$ cat src/rtl/core/bdb_ram.sv
// Generic single-write, single-read RAM with registered read data.
module bdb_ram #(
	parameter int WIDTH = 32,
	parameter int DEPTH = 64
) (
	input  logic                     clk,
	input  logic                     we,
	input  logic [$clog2(DEPTH)-1:0] waddr,
	input  logic [WIDTH-1:0]         wdata,
	input  logic [$clog2(DEPTH)-1:0] raddr,
	output logic [WIDTH-1:0]         rdata
);
	logic [WIDTH-1:0] mem_q [DEPTH];
	logic [WIDTH-1:0] rdata_q;

	// Write port and registered read port
	always_ff @(posedge clk) begin
		if (we) begin
			mem_q[waddr] <= wdata;
		end
		rdata_q <= mem_q[raddr];
	end

	assign rdata = rdata_q;
endmodule

$ cat config.mk
export PLATFORM = sky130hd
export DESIGN_NAME = bdb_ram
export DESIGN_NICKNAME = d
export VERILOG_FILES = /design/src/rtl/core/bdb_ram.sv
export SDC_FILE = /design/constraint.sdc
export NUM_CORES = 2
export LEC_CHECK = 0
export ABC_AREA = 1
export BUFFER_PORTS_ARGS = -buffer_cell sky130_fd_sc_hd__buf_2
export CORE_UTILIZATION = 55
export CTS_CLUSTER_DIAMETER = 30
export DETAILED_ROUTE_END_ITERATION = 16
export GPL_ROUTABILITY_DRIVEN = 0
export PLACE_DENSITY = 0.71
export SYNTH_ARGS = -nofsm -noshare
export SYNTH_HDL_FRONTEND = slang
export SYNTH_SLANG_ARGS = --single-unit
$ cat constraint.sdc
create_clock -name clk -period 12.3 [get_ports clk]
set_input_delay 0.615 -clock clk [delete_from_list [all_inputs] [get_ports clk]]
set_output_delay 0.615 -clock clk [all_outputs]
set_load 0.03 [all_outputs]
Yosys cells after proc, flatten, opt, wreduce, memory -nomap -nowiden

Memories as Yosys holds them, arrays and structs flattened. A register that Yosys moved wholly into a read port is not among the register bits.
Index checks and enable logic that the tools add are counted.

Memories kept: 1
Bits in registers: 0
Output and inout port bits: 32
Bits in latches: 0
Word-level logic and storage cells: 3
Memory bits (read-only): 0
RAM bits: 2048

Memory list:

| name  | words | bits a word | read ports | clocked after Yosys merged registers in | wr ports | RTL line | source |
|---|---|---|---|---|---|---|---|
| mem_q | 64    | 32          | 1          | 1                                       | 1        | 13       | `logic [WIDTH-1:0] mem_q [DEPTH];` |

Equal/unequal tests: 0
Divide/modulo/power cells: 0
Shift-type cells: 0
$mul: 0
$add $sub $neg: 0
Order comparisons: 0
Mux-type cells: 2
Reductions and logical operators: 0
Bitwise logic cells: 0

Operators by type and width:

| kind    | count |
|---|---|
| $mux W1 | 2 |

Depth between registers and ports, before layout

Depth in word-level cells: 2
Gate-level depth with buffers: 13
Mapped depth without buffers: 9

Worst setup path before layout

No wires, ideal clock.

Path kind: input -> register
Start: input we
End: memory mem_q[48][0] (enable)
Data required time: 11.798 ns
Library setup time: 0.502 ns
Stages: 3
Setup slack: 7.555 ns
Arrival: 4.243 ns
Cells stage by stage: clkbuf_1 nand4_1 nor4_1

Cells in the longest elaborated chain, start to end: 2

Ends and longest elaborated chain:

| element                       | RTL line | source |
|---|---|---|
| start: declaration            | 7        | `input logic we,` |
| $mux W1                       | 18       | `if (we) begin` |
| $mux W1 (implied by the code) | 19       | `mem_q[waddr] <= wdata;` |
| end: declaration              | 13       |  |

Every way passes these cells.

==> impl_summary.log <==
INFO  metric critPathMaxStageDelay = 830 ps
INFO  metric setup-tns-final = 0 ps
INFO  metric p_sw_frac = 0.227
INFO  metric first_pass_grt_wire_length = 356 mm
INFO  metric hpwlAfterDp = 122 mm
INFO  metric worst_skew_pair.late_latency = between 900 and 1000 ps
INFO  metric power_switching = 4330 uW
INFO  metric share_comb_of_total_power = 0.050
INFO  metric outcome = finished, final reports clean
INFO  metric setup.worst_path.class = input pin to flop
INFO  metric fmaxAchievable = around 230 MHz
INFO  metric report.final.setup_viol = 0
INFO  metric layout.nets = about 7000
INFO  metric crit_chain = buf_8, buf_4, buf_4, buf_12, buf_4, nand2_1, nand3_1, nand3_1, nand3_1, nand3_1, nand2_1, nand2_1, nand2_1
INFO  metric grt_pass1_vias = approximately 55000
INFO  metric cts.sinks = 2080
INFO  metric seq_total_area_yosys = 0.751
INFO  metric number_of_hold_violations_in_the_final_report = 0
INFO  metric synthesis.yosys.warnings = 0
INFO  metric grt_setup_unrepaired = false
INFO  metric cell_internal_pwr = about 15000 uW
INFO  metric layout-drive-gt1-share = 0.125
INFO  metric crit_required = ~13000 ps
INFO  metric layout_commonest_cell = nand2_1
INFO  metric postCtsSetupBuffers = 0
INFO  metric start_util = 0.557
INFO  metric post-route-min-period = 4410 ps
INFO  metric final_max_slew_viol_count = 0
INFO  metric worst-r2r-setup-slack = approximately 10000 ps
INFO  metric core-area = roughly 150000 sq um
INFO  metric detail_route.vias_per_cell = 6.14
INFO  metric netlist_top_cells_area = edfxtp_1 (74%), nand3_1 (12%), nand2_1 (10%)
INFO  metric ir_drop = roughly 140 uV
INFO  metric crit_arrival = 5300 ps
INFO  metric syn_area = 82700 sq um
INFO  metric power.clock.fraction = 0.536
INFO  metric cts_tree = yes
INFO  metric largest_net_degree_at_the_start_of_global_routing = 228
INFO  metric synth_top_cell_area_share = 0.743
INFO  metric worstHoldEndpoint = mem_q[48][0]$_DFFE_PP_
INFO  metric maxSlewHeadroom = 0.185
INFO  metric placedInstanceArea = 85100 sq um
INFO  metric synthesis.area_per_instance = 12.2 sq um
INFO  metric synth.distinct_cells = 16
INFO  metric area_delta_synth_final = 18.2%
INFO  metric rr_endpoint = rdata[8]$_DFF_P_
INFO  metric grt_use_total = 0.323
INFO  metric finalClockSkew = 46.2 ps
INFO  metric mostFrequentLayoutCells = nand2_1 (2248), edfxtp_1 (2048), nand3_1 (1907)
INFO  metric clkTransAtPathRegs = around 50 ps
INFO  metric floorplan.die.width = 390 microns
INFO  metric chipHeight = ~400 microns
INFO  metric postSynthCellCount = around 6800
INFO  metric synth-seq-cells = roughly 2100
INFO  metric syn-num-nets = 6815
INFO  metric route.detailed.drc = 0
INFO  metric antenna_left = 0
INFO  metric dr.first_iter.drc_count = 8577
INFO  metric number_of_top_level_pins = between 70 and 80
INFO  metric grt_antenna_before_repair = 22
INFO  metric transition_time_at_the_pin_with_the_least_slew_margin = 1210 ps
INFO  metric min_delay_path_depth = 2
INFO  metric timing.hold.ws = 197 ps
INFO  metric cts_hold_repair.buffers = 0
INFO  metric fin_crit_sh = 0.358
INFO  metric final_area = between 90000 and 100000 sq um
INFO  metric number_of_instances_resized_during_post_cts_repair = 0
INFO  metric critical_path.reg2reg.startpoint = mem_q[26][8]$_DFFE_PP_
INFO  metric max-cap-violations = 0
INFO  metric rows = about 140
INFO  metric firstDrtPassIters = 6
INFO  metric yosysTopAreaCell = edfxtp_1
INFO  metric cpMaxStageDelayCell = buf_4
INFO  metric root_buffer = clkbuf_16
INFO  metric worstHoldStart = waddr[0]
INFO  metric seq_pwr_share = 0.413
INFO  metric endpoint_kind = flop
INFO  metric wirelength = 246 mm
INFO  metric area_enclosed_by_the_die_boundary = roughly 150000 sq um
INFO  metric hold_class = input pin to flop
INFO  metric cts.path.max_buffers = 4
INFO  metric worst_setup_path_start_kind = input pin
INFO  metric p_per_area = 195 nW/um^2
INFO  metric routed-via-count = 56700
INFO  metric avgRoutedWirePerCell = 26.7 microns
INFO  metric fin_total_pwr = 19100 uW
INFO  metric numCtsBuffers = 375
INFO  metric timing.reg2reg.worst_path_depth = 8
INFO  metric port_buffers = 77
INFO  metric htreeDepth = 5
INFO  metric layout.core_utilization = 0.658
INFO  metric crit_fanout = roughly 160
INFO  metric gr-total-overflow = 0
INFO  metric p_leak = 0.0351 uW
[flip-flops by register name, indices dropped and copies added, names as in the netlist]
signal,flops
mem_q,2048
rdata,32
[synthesized netlist by cell type]
| library cell | count |
|---|---|
| buf_2 | 282 |
| clkbuf_1 | 77 |
| nand2_1 | 2248 |
| buf_4 | 45 |
| dfxtp_1 | 32 |
| buf_8 | 2 |
| buf_6 | 3 |
| buf_1 | 40 |
| nand4_1 | 9 |
| nor4_1 | 8 |
| nor2_1 | 56 |
| inv_1 | 9 |
| inv_4 | 1 |
| inv_2 | 2 |
| edfxtp_1 | 2048 |
| nand3_1 | 1907 |
[critical path, delay by kind of cell]
kind	cells	cell delay, ps
buf+inv	5	3490
simple gates	8	890
[worst max-delay path by stage]
stage	start	endpoint	cells after the start
after CTS	raddr[0]	rdata[1]$_DFF_P_	13
after floorplan	we	mem_q[48][0]$_DFFE_PP_	3
final	raddr[0]	rdata[1]$_DFF_P_	13
after global placement	raddr[0]	rdata[1]$_DFF_P_	13
after global routing	raddr[0]	rdata[1]$_DFF_P_	13
after detailed placement	raddr[0]	rdata[4]$_DFF_P_	13
[stage by stage]
| step | worst slack, ps | cells |
|---|---|---|
| 2_1_floorplan | 7560 | 6769 |
| 3_3_place_gp | 7270 | 8553 |
| 3_5_place_dp | 7200 | 8553 |
| 4_1_cts | 8140 | 9231 |
| 5_1_grt | 7700 | 9231 |
| 6_report | 7890 | 9234 |
[kinds of logic (layout without fill, tap and decap cells)]
logic type | after synthesis | count (layout) | share of synthesized area
buffers and inverters | 461 | 921 | 0.0278
flip-flops | 2080 | 2080 | 0.751
other | 0 | 3 | 0
AND/OR/NAND/NOR | 4228 | 4228 | 0.221
[cell type report]
type	instances	area (sq um)
multi-input cells	4228	18800
repair buffers	231	1650
diodes	3	7.51
fillers	10100	50700
flip-flops and latches	2080	62100
clock buffers	428	9860
inverters	12	81.3
well taps	2002	2500
clock inverters	250	2790
[metal layers]
metal  wire length [microns]  global-route usage  up-vias
met2                  111000               0.488     3996
met4                   13700               0.173       32
met1                   87300               0.423    27400
li1                        -                   -    24600
met5                     204                   0        -
met3                   34300              0.0945      700
[power by group through the flow]
| stage | sequential (uW) | clock, uW | combinational, uW |
|---|---|---|---|
| 5_1_grt | 7890 | 10600 | 1010 |
| 3_3_place_gp | 8030 | 0 | 909 |
| 6_report | 7900 | 10200 | 958 |
| 3_5_place_dp | 8030 | 0 | 923 |
| 4_1_cts | 7900 | 10300 | 931 |
| 2_1_floorplan | 8040 | 0 | 482 |
Note: power is estimated with default switching activity, not from simulation.
