## src/rtl/core/bdb_div.sv

```systemverilog
// Restoring divider: one quotient bit per cycle.
module bdb_div #(
	parameter int NUM_W = 22,
	parameter int DEN_W = 32
) (
	input  logic             clk,
	input  logic             arst_n,
	input  logic             start,
	input  logic [NUM_W-1:0] dividend,
	input  logic [DEN_W-1:0] divisor,
	output logic             done,
	output logic [NUM_W-1:0] quotient
);
	localparam int CNT_W = $clog2(NUM_W + 1);

	logic [DEN_W-1:0] rem_q;
	logic [DEN_W-1:0] den_q;
	logic [NUM_W-1:0] quo_q;
	logic [CNT_W-1:0] cnt_q;
	logic             busy_q;
	logic             done_q;
	logic [DEN_W:0]   trial;
	logic             fits;

	// Shift in the next dividend bit and trial-subtract
	assign trial = {rem_q, quo_q[NUM_W-1]};
	assign fits  = trial >= {1'b0, den_q};

	// Control: step counter and done pulse
	always_ff @(posedge clk or negedge arst_n) begin
		if (!arst_n) begin
			busy_q <= 1'b0;
			done_q <= 1'b0;
			cnt_q  <= '0;
		end else begin
			done_q <= !start && busy_q && (cnt_q == CNT_W'(1));
			if (start) begin
				busy_q <= 1'b1;
				cnt_q  <= CNT_W'(NUM_W);
			end else if (busy_q) begin
				cnt_q <= cnt_q - 1'b1;
				if (cnt_q == CNT_W'(1)) begin
					busy_q <= 1'b0;
				end
			end
		end
	end

	// Datapath: remainder and quotient shift
	always_ff @(posedge clk) begin
		if (start) begin
			rem_q <= '0;
			den_q <= divisor;
			quo_q <= dividend;
		end else if (busy_q) begin
			if (fits) begin
				rem_q <= DEN_W'(trial - {1'b0, den_q});
			end else begin
				rem_q <= trial[DEN_W-1:0];
			end
			quo_q <= {quo_q[NUM_W-2:0], fits};
		end
	end

	assign done     = done_q;
	assign quotient = quo_q;
endmodule

```

## config.mk

```make
export PLATFORM = sky130hd
export DESIGN_NAME = bdb_div
export DESIGN_NICKNAME = d
export VERILOG_FILES = /design/src/rtl/core/bdb_div.sv
export SDC_FILE = /design/constraint.sdc
export NUM_CORES = 1
export LEC_CHECK = 0
export ABC_AREA = 1
export BUFFER_PORTS_ARGS = -buffer_cell sky130_fd_sc_hd__clkbuf_2
export CORE_MARGIN = 2
export CORE_UTILIZATION = 59
export CTS_CLUSTER_SIZE = 14
export DETAILED_ROUTE_END_ITERATION = 10
export PLACE_DENSITY_LB_ADDON = 0.08
export SYNTH_ARGS = -nofsm -noshare
export SYNTH_HDL_FRONTEND = slang
export SYNTH_SLANG_ARGS = --single-unit
```

## constraint.sdc

```tcl
create_clock -name clk -period 2.9 [get_ports clk]
set_clock_uncertainty 0.15 [all_clocks]
set_input_delay 0 -clock clk [delete_from_list [all_inputs] [get_ports clk]]
set_output_delay 0 -clock clk [all_outputs]
set_load 0.005 [all_outputs]
```

==> Yosys cells after proc, flatten, opt, wreduce, memory -nomap -nowiden <==
Index checks and enable logic that the tools add are counted.
{ "totals": {"regBits": 93, "out_inout_bits": 23} }
{ "classes": {"eq_ne": 1, "n_reduce_logical": 4, "n_lt_le_gt_ge": 1, "n_mux": 8, "addsub": 2} }
{ "op_table": {"columns": ["operator", "n"], "rows": [
  ["22-bit 2-to-1 mux", 2],
  ["33-bit by 32-bit >= comparator with 1-bit output", 1],
  ["32-bit 2-to-1 mux", 1],
  ["32-bit subtractor", 1],
  ["5-bit 2-to-1 mux", 2],
  ["5-bit by 1-bit equality test with 1-bit output (second input constant)", 1],
  ["5-bit by 1-bit subtractor with 5-bit output (second input constant)", 1],
  ["1-bit 2-to-1 mux", 3],
  ["1-bit logical AND", 2],
  ["2-bit nonzero test", 1],
  ["1-bit zero test", 1]
]} }

==> Logic depth before layout (Yosys ltp) <==
Gate-level depths: netlist of run 1.
{ "depth": {"depth_word": 4, "depth_mapped": 17, "depth_no_buf": 16} }

==> Least setup slack after synthesis of run 1 <==
No wires, ideal clock.
{ "synth_timing": {"kind": "register -> register", "from": "register quo_q[21], in the netlist quotient[21]", "to": "register rem_q[24]", "required_time_ps": 2636, "stages_incl_launch_ff": 16, "arrival_ps": 1795, "setup_ps": 114, "path_slack_ps": 841, "path_cell_list": "edfxtp_1 inv_1 ha_1 fa_1 inv_1 nand3_1 nand3_1 nand2_1 nand2_1 nand2_1 nand3_1 nand2_1 nand2_1 nand2_1 nand3_1 nand2_1"} }
{ "synth_between": {"elab_chain_cells": 2, "elab_cells_between_ends": 3} }
{ "synth_rtl": {"columns": ["element", "line_no", "source"], "rows": [
  ["start: declaration", "18", "logic [NUM_W-1:0] quo_q;"],
  ["start signal: assignment", "54", "quo_q <= dividend;"],
  ["start signal: assignment", "61", "quo_q <= {quo_q[NUM_W-2:0], fits};"],
  ["32-bit subtractor / 33-bit by 32-bit >= comparator with 1-bit output (equally long branches)", "57, 27", null],
  ["32-bit 2-to-1 mux *", "56", "if (fits) begin"],
  ["end signal: assignment", "57", "rem_q <= DEN_W'(trial - {1'b0, den_q});"],
  ["end signal: assignment", "59", "rem_q <= trial[DEN_W-1:0];"],
  ["end: declaration", "16", "logic [DEN_W-1:0] rem_q;"]
]} }
Mark *: on every way between the ends. The rest lies on a longest branch, timed or not.
A chain may end at the register's enable or synchronous reset.

==> Worst setup path in the final report of run 1 <==
{ "layout_timing": {"from": "register den_q[8]", "to": "register rem_q[1]"} }
{ "layout_between": {"elab_chain_cells": 2} }
{ "layout_rtl": {"columns": ["element", "line_no", "source"], "rows": [
  ["start: declaration", "17", "logic [DEN_W-1:0] den_q;"],
  ["start signal: assignment", "53", "den_q <= divisor;"],
  ["33-bit by 32-bit >= comparator with 1-bit output", "27", "assign fits = trial >= {1'b0, den_q};"],
  ["32-bit 2-to-1 mux", "56", null]
]} }
Every way passes these cells.

==> impl_results.md, run 1 <==
* Clock network power share at 16.1%
* Number of synthesized flops with an enable pin at 54
* Clock Sinks at 93
* Critical Path End Type: flip-flop
* Worst skew pair latency at 400 ps
* Ys async rst share at 7.53%
* Relative slew margins at 46.6%
* Post-synthesis register bit count at 93
* Core footprint at 10700 um^2
* TritonCTS Buffers at 9
* Syn Std Cell Area at 6410 um^2
* CTS tree: built
* Cell with the most instances after synthesis: nand2_1
* Final cycle utilization of the critical path at 87.2%
* Top cell type's share of synthesized area at 25.3%
* Hold path cells at 2
* Syn Inst Count at 950
* Worst min path class: in2reg
* CTS root buffer: clkbuf_8
* Synth Flop Type: edfxtp_1
* DRC violations left at 0
* # rows at 38
* Crit path max fanout at 32
* Setup CP Type: reg2reg
* Flop pwr share at 32.6%
* Maximum clock path buffer count at 2
* Mapped Avg Cell Area at 6.75 um^2
* Reg clk slew, reported paths at 90 ps
* Final Setup Violations at 0
* Die width at 108 um
* Min cycle time layout at 2530 ps
* Max-slew violation count at 0
* FF-to-FF path depth at 13
* Sequential fraction of the synthesis area at 38.0%
* Yosys top cell by area: edfxtp_1
* Placed cell areas at 6930 um^2
* Synth warnings at 0
* WL per Instance at 13.3 um
* Initial DRC count at 422
* DR vias at 6141
* Worst-margin pin slew at 800 ps
* LEAKAGE at 4.23 nW
* Synth top cells by count: nand2_1, inv_1, nand3_1
* Syn Nets at 1042
* Crit path DAT at 2660 ps
* Total gr overflow at 0
* Routed Wire Length at 16300 um
* Fin. Hold Viols at 0
* Post-route ant nets at 0
* Number of placed I/O pins at 80
* PwrDens at 708 nW/um^2
* Initial antenna violation count at 0
* Nets at 1177
* Dpl hpwl at 11700 um
* DR vias/cell at 4.99
* Critical Path Start: den_q[8]$_DFFE_PP_
* Psw at 2.37 mW
* Vias in the first global route at 5735
* Final Cell Area at 7680 um^2
* Global-route wire length before repair at 26600 um
* Drt pass-1 iters at 5
* Layout area overhead at 19.8%
* Unrepaired setup endpoints after global routing: false
* Cell variety after synth at 35
* Synth area leaders: edfxtp_1, nand2_1, inv_1
* Largest net degree at the start of global routing at 35
* Max cap viols at 0
* Combinational fraction of design power at 51.3%
* H-tree depth at 3
* Cell Int Power at 3.07 mW
* Status: complete, no violations
* Peak supply drop at 0.525 mV
* PortBufs at 79
* Total negative slack at 0 ps
* Layout cells sized above 1 at 11.0%
* Die H at 108 um
* Crit path launch type: flip-flop
* Min-Delay Startpoint: divisor[11]
* Initial Utilization at 59.9%
* # diodes at 0
* Net Sw Frac at 43.5%
* GRT Total Usage at 29.3%
* R2R Path Start: den_q[8]$_DFFE_PP_
* Power, Total at 5.44 mW
* Routability cong. at 0.964
* Worst EP required at 3030 ps
* FMAX at 395 MHz
* Die footprint at 11700 um^2
* Post_cts resized at 0
## power by group through the flow
stage          combinational [mW]  clock (mW)  sequential, mW
6_report                     2.79       0.876            1.77
5_1_grt                      3.16       0.935            1.80
4_1_cts                      2.75       0.892            1.77
3_3_place_gp                 2.66           0            1.79
3_5_place_dp                 2.67           0            1.80
2_1_floorplan                2.10           0            1.77
## cell type report
class | instances | area, um^2
fillers | 941 | 3010
well taps | 140 | 175
multi-input cells | 646 | 3140
clock buffers | 11 | 131
flip-flops and latches | 93 | 2440
clock inverters | 5 | 58.8
inverters | 191 | 717
repair buffers | 144 | 1020
## timing repair
action	CTS	global route
endpoints found under the hold margin	61	0
buffers inserted	0	0
hold buffers	56	0
## worst paths after layout
check / slack (ps) / to
setup / recovery: 370 / rem_q[1]$_SDFFE_PP0P_
hold / removal: 160 / den_q[11]$_DFFE_PP_
setup reg to reg: 370 / rem_q[1]$_SDFFE_PP0P_
hold reg to reg: 330 / rem_q[18]$_SDFFE_PP0P_
max in group asynchronous: 1900 / cnt_q[2]$_DFFE_PN0P_
min in group asynchronous: 440 / cnt_q[3]$_DFFE_PN0P_
## routing by layer
metal	GRT usage [%]	wire length (um)	vias to the layer above
li1	-	-	3188
met1	38.2	7510	2741
met2	48.6	7490	177
met3	5.55	909	35
met4	11.3	395	0
met5	0	0	-
## cells in the final DEF, fill, tap and decap left out, types with 2 or more instances in the layout
cell type	count
clkbuf_1	2
ha_1	34
nand2_1	378
edfxtp_1	54
o21ai_0	8
buf_4	9
and2_1	2
nor3_1	4
nand4_1	9
clkbuf_8	9
a21oi_1	21
inv_1	189
nor2_1	45
xnor2_1	13
dfrtp_1	7
o21bai_1	3
nor2_2	6
dlygate4sd3_1	56
inv_2	2
clkinvlp_4	2
nand3_1	80
o21a_1	2
nor4_1	2
nor2_4	2
nand3b_1	15
dfxtp_1	32
nand2_2	4
o21ai_1	10
clkbuf_2	79
## cells by family (layout without fill, tap and decap cells)
| family | Yosys count | in the layout | share of synthesized area (%) |
|---|---|---|---|
| flip-flops | 93 | 93 | 38.0 |
| adder cells (fa/ha/maj) | 35 | 35 | 6.95 |
| AND/OR/NAND/NOR | 550 | 550 | 36.1 |
| buffers and inverters | 211 | 351 | 13.0 |
| AO/OA/AOI/OAI | 47 | 47 | 3.98 |
| XOR/XNOR | 14 | 14 | 1.91 |
## flip-flops by register name, indices dropped and copies added, names as in the netlist
name,cells
done,1
den_q,32
rem_q,32
busy_q,1
quotient,22
cnt_q,5
## stage by stage
step	worst slack (ps)	cells	hold WS (ps)	utilization, %
finish	370	1230	159	71.8
global route	156	1230	158	71.8
CTS	417	1230	143	71.8
detailed placement	446	1158	-301	64.8
global placement	430	1158	-306	64.8
floorplan	841	950	-446	-
## critical path, cell delays in order (launching register included)
cell      delay, ps
edfxtp_1        340
inv_1            50
ha_1            380
nand2_1         130
nor2_2          170
nand3_1         100
nand3_2         130
nand2_1          90
nand2_1         140
nand2_2         100
nand2_4         320
nand2_1         120
nand3_1         110
o21ai_1          80
(Power assumes the default switching activity.)
==> run 2, diff against run 1 <==
==> constraint.sdc (replaced) <==
create_clock -name clk -period 2.9 [get_ports clk]
set_clock_uncertainty 0.15 [all_clocks]
set_input_delay 0.58 -clock clk [delete_from_list [all_inputs] [get_ports clk]]
set_output_delay 0.58 -clock clk [all_outputs]
set_load 0.005 [all_outputs]
==> run 2 against run 1 <==
Net effect: setup slack improved by 28 ps; hold slack improved by 65 ps; global-route usage decreased by 1.9 points; die area unchanged; routed wire length decreased by 7.3%; sequential share of layout area increased by 2.4 points; critical endpoint is now rem_q[30]$_SDFFE_PP0P_; largest cell class unchanged.
==> impl_results.md, run 2 (synthesis gave the netlist of run 1 again) <==
* Status: complete, no violations
* Global-route wire length before repair at 25100 um
* Max cap viols at 0
* Vias in the first global route at 5479
* Setup CP Type: reg2reg
* Seq. cell area at 2440 um^2
* WL per Instance at 12.9 um
* Final-layout fill cell count at 1036
* Crit path launch type: flip-flop
* Final cycle utilization of the critical path at 86.3%
* # rows at 38
* Reg clk slew, reported paths at 90 ps
* Cell mode on critical path: nand2_1
* Crit-path max cell delay at 370 ps
* Post-CTS setup buffer count at 0
* Slowest CP cell: ha_1
* Drt pass-1 iters at 6
* Top Metal Used: met4
* Die width at 108 um
* GRT Total Usage at 27.5%
* Multi-input gate area at 3140 um^2
* Dpl hpwl at 11600 um
* PortBufs at 79
* Crit path max fanout at 32
* Max-slew violation count at 0
* Number of placed I/O pins at 80
* Worst EP required at 3030 ps
* Largest net degree at the start of global routing at 43
* Layout cells sized above 1 at 11.6%
* CTS root buffer: clkbuf_8
* R2R Path Start: den_q[8]$_DFFE_PP_
* Die H at 108 um
* H-tree depth at 3
* TritonCTS Buffers at 9
* Hold slack at 225 ps
* Critical Path End Type: flip-flop
* CTS tree: built
* Worst Path Buf+Inv at 1
* Post-route ant nets at 0
* Crit path cell chain: inv_1 > ha_1 > nand2_1 > nor2_2 > nand3_1 > nand3_2 > nand2_1 > nand2_1 > nand2_2 > nand2_4 > nand3_1 > nand2_1 > nand2_1
* Total negative slack at 0 ps
* Met2 wire len at 6490 um
* Critical Path Start: den_q[8]$_DFFE_PP_
* Min cycle time layout at 2500 ps
* Total gr overflow at 0
* Met1 WL at 7240 um
* DRC violations left at 0
* Initial DRC count at 447
* # diodes at 0
* Clock Sinks at 93
* Routed Wire Length at 15100 um
* Routability cong. at 0.943
* Min-Delay Startpoint: divisor[11]
* PwrDens at 747 nW/um^2
* DR vias/cell at 4.98
* Worst min path class: in2reg
* Most frequent cells in the layout: nand2_1, inv_1, nand3_1
* Post_cts resized at 0
* Final Setup Violations at 0
* CTS hold repair buffers at 1
* LEAKAGE at 4.00 nW
* Worst-margin pin slew at 746 ps
* Power, Total at 5.33 mW
* Die footprint at 11700 um^2
* Core footprint at 10700 um^2
* Peak supply drop at 0.410 mV
* DR vias at 5851
* Unrepaired setup endpoints after global routing: false
* Worst path top cell family by delay: simple AND/OR/NAND/NOR gates
* Fin. Hold Viols at 0
* Layout area overhead at 11.3%
* Nets at 1122
* Relative slew margins at 50.2%
* Maximum clock path buffer count at 2
* Initial antenna violation count at 0
* Crit path DAT at 2630 ps
* Initial Utilization at 59.9%
* FMAX at 400 MHz
* Commonest non-fill, non-tap cell in the layout: nand2_1
* Worst skew pair latency at 370 ps
* Met3 WL at 949 um
[run 2: cell types whose count changed in the layout (fill, tap and decap cells not counted), sizes merged]
cell and change:
dlygate4sd3 -55
[run 2: layer usage]
| metal | vias up | track usage [%] |
|---|---|---|
| met5 | - | 0 |
| met4 | 0 | 12.3 |
| met3 | 33 | 4.40 |
| met2 | 167 | 43.2 |
| met1 | 2567 | 37.5 |
| li1 | 3084 | - |
[run 2: area by class of cell]
type	instances	area share, %
multi-input combinational	646	44.0
sequential	93	34.2
inverter	191	10.0
timing repair buffer	89	6.63
tap	140	2.46
clock buffer	11	1.84
clock inverter	5	0.824
[run 2: power breakdown]
part / total, mW / internal, mW / switching (mW)
clock: 0.849 / 0.400 / 0.448
combinational: 2.71 / 0.989 / 1.72
sequential: 1.77 / 1.64 / 0.136
total: 5.33 / 3.02 / 2.30
[run 2: path summary, 6_finish.rpt]
path	slack, ps	end	depth (start not counted)
max	400	rem_q[30]$_SDFFE_PP0P_	13
min	220	den_q[11]$_DFFE_PP_	1
max reg2reg	400	rem_q[30]$_SDFFE_PP0P_	13
min reg2reg	320	rem_q[18]$_SDFFE_PP0P_	2
max in group asynchronous	1990	cnt_q[1]$_DFFE_PN0P_	2
min in group asynchronous	440	cnt_q[0]$_DFFE_PN0P_	2
[run 2: per-stage QoR]
step           utilization (%)  worst slack (ps)  cell area (um^2)  std cells
2_1_floorplan                -               502              6410        950
3_3_place_gp              64.8               439              6930       1158
3_5_place_dp              64.8               451              6930       1158
4_1_cts                   66.7               432              7130       1175
5_1_grt                   66.7               233              7130       1175
6_report                  66.7               398              7130       1175
